[src/hdl/aiec_pkg.sv]
package aiec_pkg;

	// Storage geometry
	localparam int CAPACITY   = 256;
	localparam int DATA_WIDTH = 32;
	localparam int ADDR_W     = $clog2(CAPACITY);
	localparam int LEN_W      = $clog2(CAPACITY + 1);

	// Fixed field widths of the item and result beats
	localparam int FUNC_W   = 2;
	localparam int INDEX_W  = 9;
	localparam int VALUE_W  = 32;
	localparam int STATUS_W = 2;
	localparam int COUNT_W  = 9;

	// Width that holds an index, a length and either plus one
	localparam int CMP_W = ((LEN_W > INDEX_W) ? LEN_W : INDEX_W) + 1;

	// Operation codes
	localparam logic [FUNC_W-1:0] FUNC_INSERT = 2'd0;
	localparam logic [FUNC_W-1:0] FUNC_ERASE  = 2'd1;
	localparam logic [FUNC_W-1:0] FUNC_COUNT  = 2'd2;

	// Status codes
	localparam logic [STATUS_W-1:0] STATUS_OK    = 2'd0;
	localparam logic [STATUS_W-1:0] STATUS_RANGE = 2'd1;
	localparam logic [STATUS_W-1:0] STATUS_FULL  = 2'd2;

	// Controller to datapath commands
	typedef struct packed {
		logic                capture;
		logic                rd_en;
		logic [ADDR_W-1:0]   rd_addr;
		logic                wr_shift;
		logic                wr_value;
		logic [ADDR_W-1:0]   wr_addr;
		logic                cmp_en;
		logic                len_inc;
		logic                len_dec;
		logic                load_res;
		logic [STATUS_W-1:0] res_status;
	} cmd_t;

	// Datapath to controller status
	typedef struct packed {
		logic [LEN_W-1:0] length;
	} dp_status_t;

endpackage

[src/hdl/aiec_ctrl.sv]
module aiec_ctrl (
	input  logic                            clk,
	input  logic                            arst_n,
	input  logic                            req_valid,
	output logic                            req_ready,
	input  logic [aiec_pkg::FUNC_W-1:0]     func,
	input  logic [aiec_pkg::INDEX_W-1:0]    index,
	output logic                            rsp_valid,
	input  logic                            rsp_ready,
	input  aiec_pkg::dp_status_t            dp_status,
	output aiec_pkg::cmd_t                  cmd
);

	typedef enum logic [2:0] {
		IDLE,
		SHIFT_UP,
		SHIFT_DN,
		SCAN,
		TAIL,
		FINISH
	} state_t;

	state_t                               state_q;
	logic [aiec_pkg::FUNC_W-1:0]          op_q;
	logic [aiec_pkg::LEN_W-1:0]           ptr_q;
	logic [aiec_pkg::LEN_W-1:0]           last_q;
	logic [aiec_pkg::STATUS_W-1:0]        res_st_q;
	logic                                 out_valid_q;
	logic                                 pend_s1;
	logic [aiec_pkg::ADDR_W-1:0]          wr_addr_s1;

	logic [aiec_pkg::CMP_W-1:0]           idx_w;
	logic [aiec_pkg::CMP_W-1:0]           len_w;
	logic [aiec_pkg::LEN_W-1:0]           ptr_up;
	logic [aiec_pkg::LEN_W-1:0]           ptr_dn;
	logic                                 accept;

	assign idx_w     = aiec_pkg::CMP_W'(index);
	assign len_w     = aiec_pkg::CMP_W'(dp_status.length);
	assign ptr_up    = ptr_q + 1'b1;
	assign ptr_dn    = ptr_q - 1'b1;
	assign req_ready = (state_q == IDLE);
	assign accept    = req_valid && req_ready;
	assign rsp_valid = out_valid_q;

	// Decode commands from the current state and the pending read
	always_comb begin
		cmd            = '0;
		cmd.capture    = accept;
		cmd.rd_addr    = ptr_q[aiec_pkg::ADDR_W-1:0];
		cmd.wr_addr    = wr_addr_s1;
		cmd.res_status = res_st_q;
		if (pend_s1) begin
			if (op_q == aiec_pkg::FUNC_COUNT) begin
				cmd.cmp_en = 1'b1;
			end else begin
				cmd.wr_shift = 1'b1;
			end
		end
		case (state_q)
			SHIFT_UP, SHIFT_DN, SCAN: begin
				cmd.rd_en = 1'b1;
			end
			TAIL: begin
				if (!pend_s1) begin
					case (op_q)
						aiec_pkg::FUNC_INSERT: begin
							cmd.wr_value = 1'b1;
							cmd.wr_addr  = last_q[aiec_pkg::ADDR_W-1:0];
							cmd.len_inc  = 1'b1;
						end
						aiec_pkg::FUNC_ERASE: begin
							cmd.len_dec = 1'b1;
						end
						default: begin
						end
					endcase
				end
			end
			FINISH: begin
				cmd.load_res = !out_valid_q || rsp_ready;
			end
			default: begin
			end
		endcase
	end

	// Sequence one item: check, walk the array, finish, hand over the result
	always_ff @(posedge clk or negedge arst_n) begin
		if (!arst_n) begin
			state_q     <= IDLE;
			op_q        <= aiec_pkg::FUNC_INSERT;
			ptr_q       <= '0;
			last_q      <= '0;
			res_st_q    <= aiec_pkg::STATUS_OK;
			pend_s1     <= 1'b0;
			wr_addr_s1  <= '0;
			out_valid_q <= 1'b0;
		end else begin
			// a read issued in a walk state is written or compared next cycle
			pend_s1 <= (state_q inside {SHIFT_UP, SHIFT_DN, SCAN});
			// raise the response beat on finish, drop it once taken
			if (state_q == FINISH && (!out_valid_q || rsp_ready)) begin
				out_valid_q <= 1'b1;
			end else if (rsp_ready) begin
				out_valid_q <= 1'b0;
			end
			case (state_q)
				IDLE: begin
					if (req_valid) begin
						op_q <= func;
						case (func)
							aiec_pkg::FUNC_INSERT: begin
								last_q <= aiec_pkg::LEN_W'(idx_w);
								ptr_q  <= dp_status.length - 1'b1;
								if (idx_w > len_w) begin
									res_st_q <= aiec_pkg::STATUS_RANGE;
									state_q  <= FINISH;
								end else if (len_w == aiec_pkg::CMP_W'(aiec_pkg::CAPACITY)) begin
									res_st_q <= aiec_pkg::STATUS_FULL;
									state_q  <= FINISH;
								end else if (idx_w == len_w) begin
									res_st_q <= aiec_pkg::STATUS_OK;
									state_q  <= TAIL;
								end else begin
									res_st_q <= aiec_pkg::STATUS_OK;
									state_q  <= SHIFT_UP;
								end
							end
							aiec_pkg::FUNC_ERASE: begin
								ptr_q  <= aiec_pkg::LEN_W'(idx_w + 1'b1);
								last_q <= dp_status.length - 1'b1;
								if (idx_w >= len_w) begin
									res_st_q <= aiec_pkg::STATUS_RANGE;
									state_q  <= FINISH;
								end else if (idx_w + 1'b1 == len_w) begin
									res_st_q <= aiec_pkg::STATUS_OK;
									state_q  <= TAIL;
								end else begin
									res_st_q <= aiec_pkg::STATUS_OK;
									state_q  <= SHIFT_DN;
								end
							end
							aiec_pkg::FUNC_COUNT: begin
								ptr_q    <= '0;
								last_q   <= dp_status.length - 1'b1;
								res_st_q <= aiec_pkg::STATUS_OK;
								if (len_w == '0) begin
									state_q <= FINISH;
								end else begin
									state_q <= SCAN;
								end
							end
							default: begin
								res_st_q <= aiec_pkg::STATUS_OK;
								state_q  <= FINISH;
							end
						endcase
					end
				end
				SHIFT_UP, SHIFT_DN, SCAN: begin
					// issue one read; its write or compare follows next cycle
					if (state_q == SHIFT_UP) begin
						wr_addr_s1 <= ptr_up[aiec_pkg::ADDR_W-1:0];
					end else begin
						wr_addr_s1 <= ptr_dn[aiec_pkg::ADDR_W-1:0];
					end
					if (ptr_q == last_q) begin
						state_q <= TAIL;
					end else if (state_q == SHIFT_UP) begin
						ptr_q <= ptr_dn;
					end else begin
						ptr_q <= ptr_up;
					end
				end
				TAIL: begin
					// wait for the last pending beat, then finish the update
					if (!pend_s1) begin
						state_q <= FINISH;
					end
				end
				FINISH: begin
					if (!out_valid_q || rsp_ready) begin
						state_q <= IDLE;
					end
				end
				default: begin
					state_q <= IDLE;
				end
			endcase
		end
	end

endmodule

[config.mk]
export PLATFORM = sky130hd
export DESIGN_NAME = aiec_ctrl
export DESIGN_NICKNAME = d
export VERILOG_FILES = /design/src/hdl/aiec_pkg.sv /design/src/hdl/aiec_ctrl.sv
export SDC_FILE = /design/constraint.sdc
export NUM_CORES = 1
export LEC_CHECK = 0
export ABC_AREA = 0
export BUFFER_PORTS_ARGS = -buffer_cell sky130_fd_sc_hd__clkbuf_2
export CORE_AREA = 3 3 99 101
export CTS_CLUSTER_DIAMETER = 30
export DETAILED_ROUTE_END_ITERATION = 16
export DIE_AREA = 0 0 102 104
export SLEW_MARGIN = 20
export SYNTH_ARGS = -nofsm -noshare
export SYNTH_HDL_FRONTEND = slang
export SYNTH_SLANG_ARGS = --single-unit
[constraint.sdc]
create_clock -name clk -period 3.45 [get_ports clk]
set_input_delay 0 -clock clk [delete_from_list [all_inputs] [get_ports clk]]
set_output_delay 0 -clock clk [all_outputs]
set_load 0.01 [all_outputs]
# After elaboration in Yosys (flattened, before gate mapping)
# Index checks and enable logic that the tools add are counted.
# totals
regBits	35
in_bits	24
out_inout_bits	28
elab_cells	89
# classes
n_addsub	4
magnitude_cmp	2
n_eq_ne	19
mux	38
reduce_logical	18
# op_table
op	n
2-to-1 mux 9 bit	6
case mux 9 bit (2 select lines)	2
2-to-1 mux 3 bit	10
case mux 9 bit (3 select lines)	1
equality test 9 bit	2
subtractor 9 x 1 -> 9 bit (second input constant)	2
case mux 3 bit (4 select lines)	1
2-to-1 mux 1 bit	11
adder 9 x 1 -> 10 bit (second input constant)	1
equality test 10 x 9 -> 1 bit	1
logical NOT 10 bit	1
!= test 2 bit (second input constant)	5
adder 9 x 1 -> 9 bit (second input constant)	1
equality test 9 bit (second input constant)	1
>= comparator 9 bit	1
> comparator 9 bit	1
case mux 3 bit (3 select lines)	1
2-to-1 mux 2 bit	4
2-to-1 mux 8 bit	1
AND reduction 4 bit	2
equality test 3 x 2 -> 1 bit (second input constant)	2
equality test 3 bit (second input constant)	2
nonzero test 2 bit	3
equality test 2 x 1 -> 1 bit (second input constant)	2
14 further kinds	17

# Longest topological paths before layout
# logic_depth
depth_word	7
ltp_mapped	9
ltp_nobuf	8

# Worst setup path before layout
# No wires, ideal clock.
# synth_timing
path_type	register to register
start	register ptr_q[0] (netlist bit)
end	register ptr_q[8] (netlist bit)
setup_ns	0.121
t_arrival_ns	1.838
required_ns	3.329
setup_slack_ns	1.491
path_stages_with_launch	8
n_path_buf	1
period_less_slack_ns	1.959
cell_sequence	dfrtp_1 buf_2 inv_1 ha_1 or4b_4 o31ai_1 o21ai_0 a22o_1
# synth_between
elab_chain_cells	4
elab_cells_between_ends	8
classes_between	add/sub: 2; eq/ne: 2; mux: 3; reduce/logical: 1
# synth_lines
element	line	rtl
from (decl)	aiec_ctrl.sv:25	logic [aiec_pkg::LEN_W-1:0] ptr_q;
from (signal assigned)	aiec_ctrl.sv:115	ptr_q <= dp_status.length - 1'b1;
from (signal assigned)	aiec_ctrl.sv:131	ptr_q <= aiec_pkg::LEN_W'(idx_w + 1'b1);
from (signal assigned)	aiec_ctrl.sv:171	ptr_q <= ptr_dn;
adder 9 x 1 -> 9 bit / subtractor 9 x 1 -> 9 bit (equally long branches)	aiec_ctrl.sv:40, aiec_ctrl.sv:41	
2-to-1 mux 9 bit	aiec_ctrl.sv:170	end else if (state_q == SHIFT_UP) begin
2-to-1 mux 9 bit	aiec_ctrl.sv:168	if (ptr_q == last_q) begin
case mux 9 bit (2 select lines)	aiec_ctrl.sv:108	case (state_q)
# Parallel ways exist; a longest one is shown, timed or not. The select of a mux whose other input is x is not followed.
# A chain may end at the register's enable or synchronous reset.

==> flow_summary.toml <==
[final_layout]
fillers = 954
drive_above_1_share = 0.194
regArea_um2 = 876
layout_commonest_cell = "clkbuf_2"
stdcell_count = 538
diodes = 0
mostFrequentLayoutCells = "clkbuf_2 (51), nand2_1 (48), dfrtp_1 (35)"
syn_to_final_growth_pct = 9.60
fin_nets = 467
multiInputGateArea_mm2 = 0.00212
final_area_mm2 = 0.00361

[floorplanning]
rows = 35
die_y_um = 104
die_x_um = 102
io-pin-count = 52
start_util = 0.362
die_area_mm2 = 0.0106
core_area_mm2 = 0.00911

[timing]
finalCritPeriodShare = 0.704
finalClockSkew_ns = 0.00286
grt_setup_unrepaired = "false"
slew_headroom = 0.403
setup_viol = 0
max_freq_mhz = 411
hold_violations = 0
tns_ns = 0
tightest_slew_ns = 0.895
period_needed_ns = 2.43
drv_slew = 0

[synth]
synth.distinct_cells = 72
synth_edf_count = 0
netlist_instances = 401
ys_seq_area_frac = 0.266
yosys_warnings = 0
async_flop_share = 1.00
ys.flop_type = "dfrtp_1"
netlist_area_mm2 = 0.00330
ys_seq_elements = 35
synth_fp_nets = 442
syn_avg_cell_area_um2 = 8.22

[clock_tree]
clkTransAtPathRegs_ns = 0.07
clockBufferDepth = 2
cts_root_buf = "clkbuf_8"
clk_latency_ns = 0.29
cts_tree = "built"
cts_buffers = 5
post_cts_buffers = 0
clock_sinks = 35
h-tree-depth = 2

[worst_setup_path]
crit_path_start_kind = "flop"
critPathBufInv = 1
cp_slowest_cell = "nor4_4"
cpLargestDelayFamily = "simple AND/OR/NAND/NOR gates"
critPathArrivalTime_ns = 2.43
required_ns = 3.45
cpPeakStageDelay_ns = 0.65
path_cells = "or2_1, nor4_4, mux2_2, clkbuf_2"
worstSetupEndpointType = "output pin"
crit_type = "reg -> out"
path_max_fanout = 13

[detailed_routing]
num_vias = 2912
routed_wl_um = 8370
viasPerCell = 5.41
drt_iter0_markers = 177
postRouteAntennaNets = 0
drc_errors = 0
drt_first_pass_iters = 4
wire_per_inst_um = 15.6

[placed_design]
port-buffer-count = 51
gp_congestion = 0.864
dp_hpwl_um = 6640
dp_cells = 529
postPlaceCellArea_mm2 = 0.00349

[pwr]
leakagePower_nw = 1.64
combPwrFrac = 0.524
intPower_w = 0.00144
pwr-share-clk = 0.146
power.share.switching = 0.456
seq_power_share = 0.329
max-vdd-ir-drop_mv = 0.201
power.density_mw_per_mm2 = 731
power_switching_w = 0.00120

[run_status]
status = "complete, no violations"

[grt]
grt_pass1_vias = 2798
grt_pass1_wl_um = 13900
grt_start_max_net_pins = 36
gr-usage-all-layers = 0.161
antenna_found_initial = 0
gr-total-overflow = 0

[worst_hold_path]
holdCritPathClass = "in -> reg"

[flow_run]
cap_violations = 0
flip-flops by register name, indices dropped and copies added (netlist names):
| signal | cells |
|---|---|
| res_st_q | 2 |
| op_q | 2 |
| wr_addr_s1 | 8 |
| last_q | 9 |
| pend_s1 | 1 |
| ptr_q | 9 |
| rsp_valid | 1 |
| state_q | 3 |
routing by layer:
| layer | GRT usage | part of all wire | wire length (um) |
|---|---|---|---|
| met3 | 0.0235 | 0.044 | 368 |
| met2 | 0.258 | 0.47 | 3960 |
| met1 | 0.230 | 0.47 | 3970 |
| met5 | 0 | 0 | 0 |
| met4 | 0.0337 | 0.0087 | 73 |
Yosys cell counts (5+ instances only):
library cell,number,share of area
a211oi_1,5,0.011
a21oi_1,15,0.023
a31oi_1,8,0.015
and3_1,6,0.011
buf_2,13,0.020
buf_4,13,0.030
clkbuf_1,5,0.0057
dfrtp_1,35,0.27
ha_1,17,0.065
inv_1,22,0.025
mux2_2,8,0.027
nand2_1,48,0.055
nand3_1,6,0.0091
nand4_1,5,0.0095
nor2_1,21,0.024
nor3_1,16,0.024
nor4_1,5,0.0095
o21ai_0,34,0.052
xnor2_1,14,0.037
xor2_1,21,0.056
cell families (layout without fill, tap and decap cells):
family,after synthesis,in the layout,synth area share
xor gates and xnor gates,36,36,0.0998
and+or+nand+nor,138,138,0.227
buffers and inverters,58,84,0.0907
DFF,35,35,0.266
muxes,13,13,0.0429
AOI/OAI and AO/OA,104,104,0.209
adders and majority gates,17,17,0.0645
repair_timing:
action,in CTS,in global routing
endpoints found under the hold margin,35,0
hold buffers,1,0
resized for setup,0,0
endpoints found under the setup margin,0,0
through the flow:
| stage | setup WS [ns] | hold WS [ns] | total power, W | util |
|---|---|---|---|---|
| 2_1_floorplan | 1.49 | -0.296 | 0.00196 | - |
| 3_3_place_gp | 1.12 | 0.189 | 0.00225 | 0.383 |
| 3_5_place_dp | 1.04 | 0.182 | 0.00227 | 0.383 |
| 4_1_cts | 0.935 | 0.0259 | 0.00267 | 0.397 |
| 5_1_grt | 0.838 | 0.0511 | 0.00289 | 0.397 |
| 6_report | 1.02 | 0.0232 | 0.00264 | 0.397 |
path summary, 6_finish.rpt:
path / cells past startpoint / startpoint / endpoint / slack, ns
worst max-delay path: 4 / state_q[1] / cmd[7] / 1.02
worst min-delay path: 3 / rsp_ready / rsp_valid / 0.02
worst max register to register: 6 / state_q[1] / ptr_q[6] / 1.04
worst min register to register: 2 / wr_addr_s1[3] / wr_addr_s1[3] / 0.48
max in group asynchronous: 2 / arst_n / ptr_q[4] / 2.53
min in group asynchronous: 2 / arst_n / wr_addr_s1[5] / 0.36
cell type report:
type                            count  area share
Clock buffer                        6      0.0229
Tap cell                          111      0.0384
Sequential cell                    35       0.242
Multi-Input combinational cell    308       0.587
Clock inverter                      2     0.00970
Inverter                           23      0.0239
Timing Repair Buffer               53      0.0755
power by group through the flow:
stage / Sequential, W / Clock [W] / Combinational, W
global route: 0.000907 / 0.000419 / 0.00156
detailed placement: 0.000878 / 0 / 0.00139
global placement: 0.000870 / 0 / 0.00138
finish: 0.000870 / 0.000386 / 0.00139
CTS: 0.000870 / 0.000396 / 0.00140
floorplan: 0.000725 / 0 / 0.00124
tightest hold or removal path: stages:
cell	delay (ns)
clkbuf_2	0.07
nand2b_1	0.14
nand2_1	0.06
No activity file was read; power rests on OpenSTA's default activity.
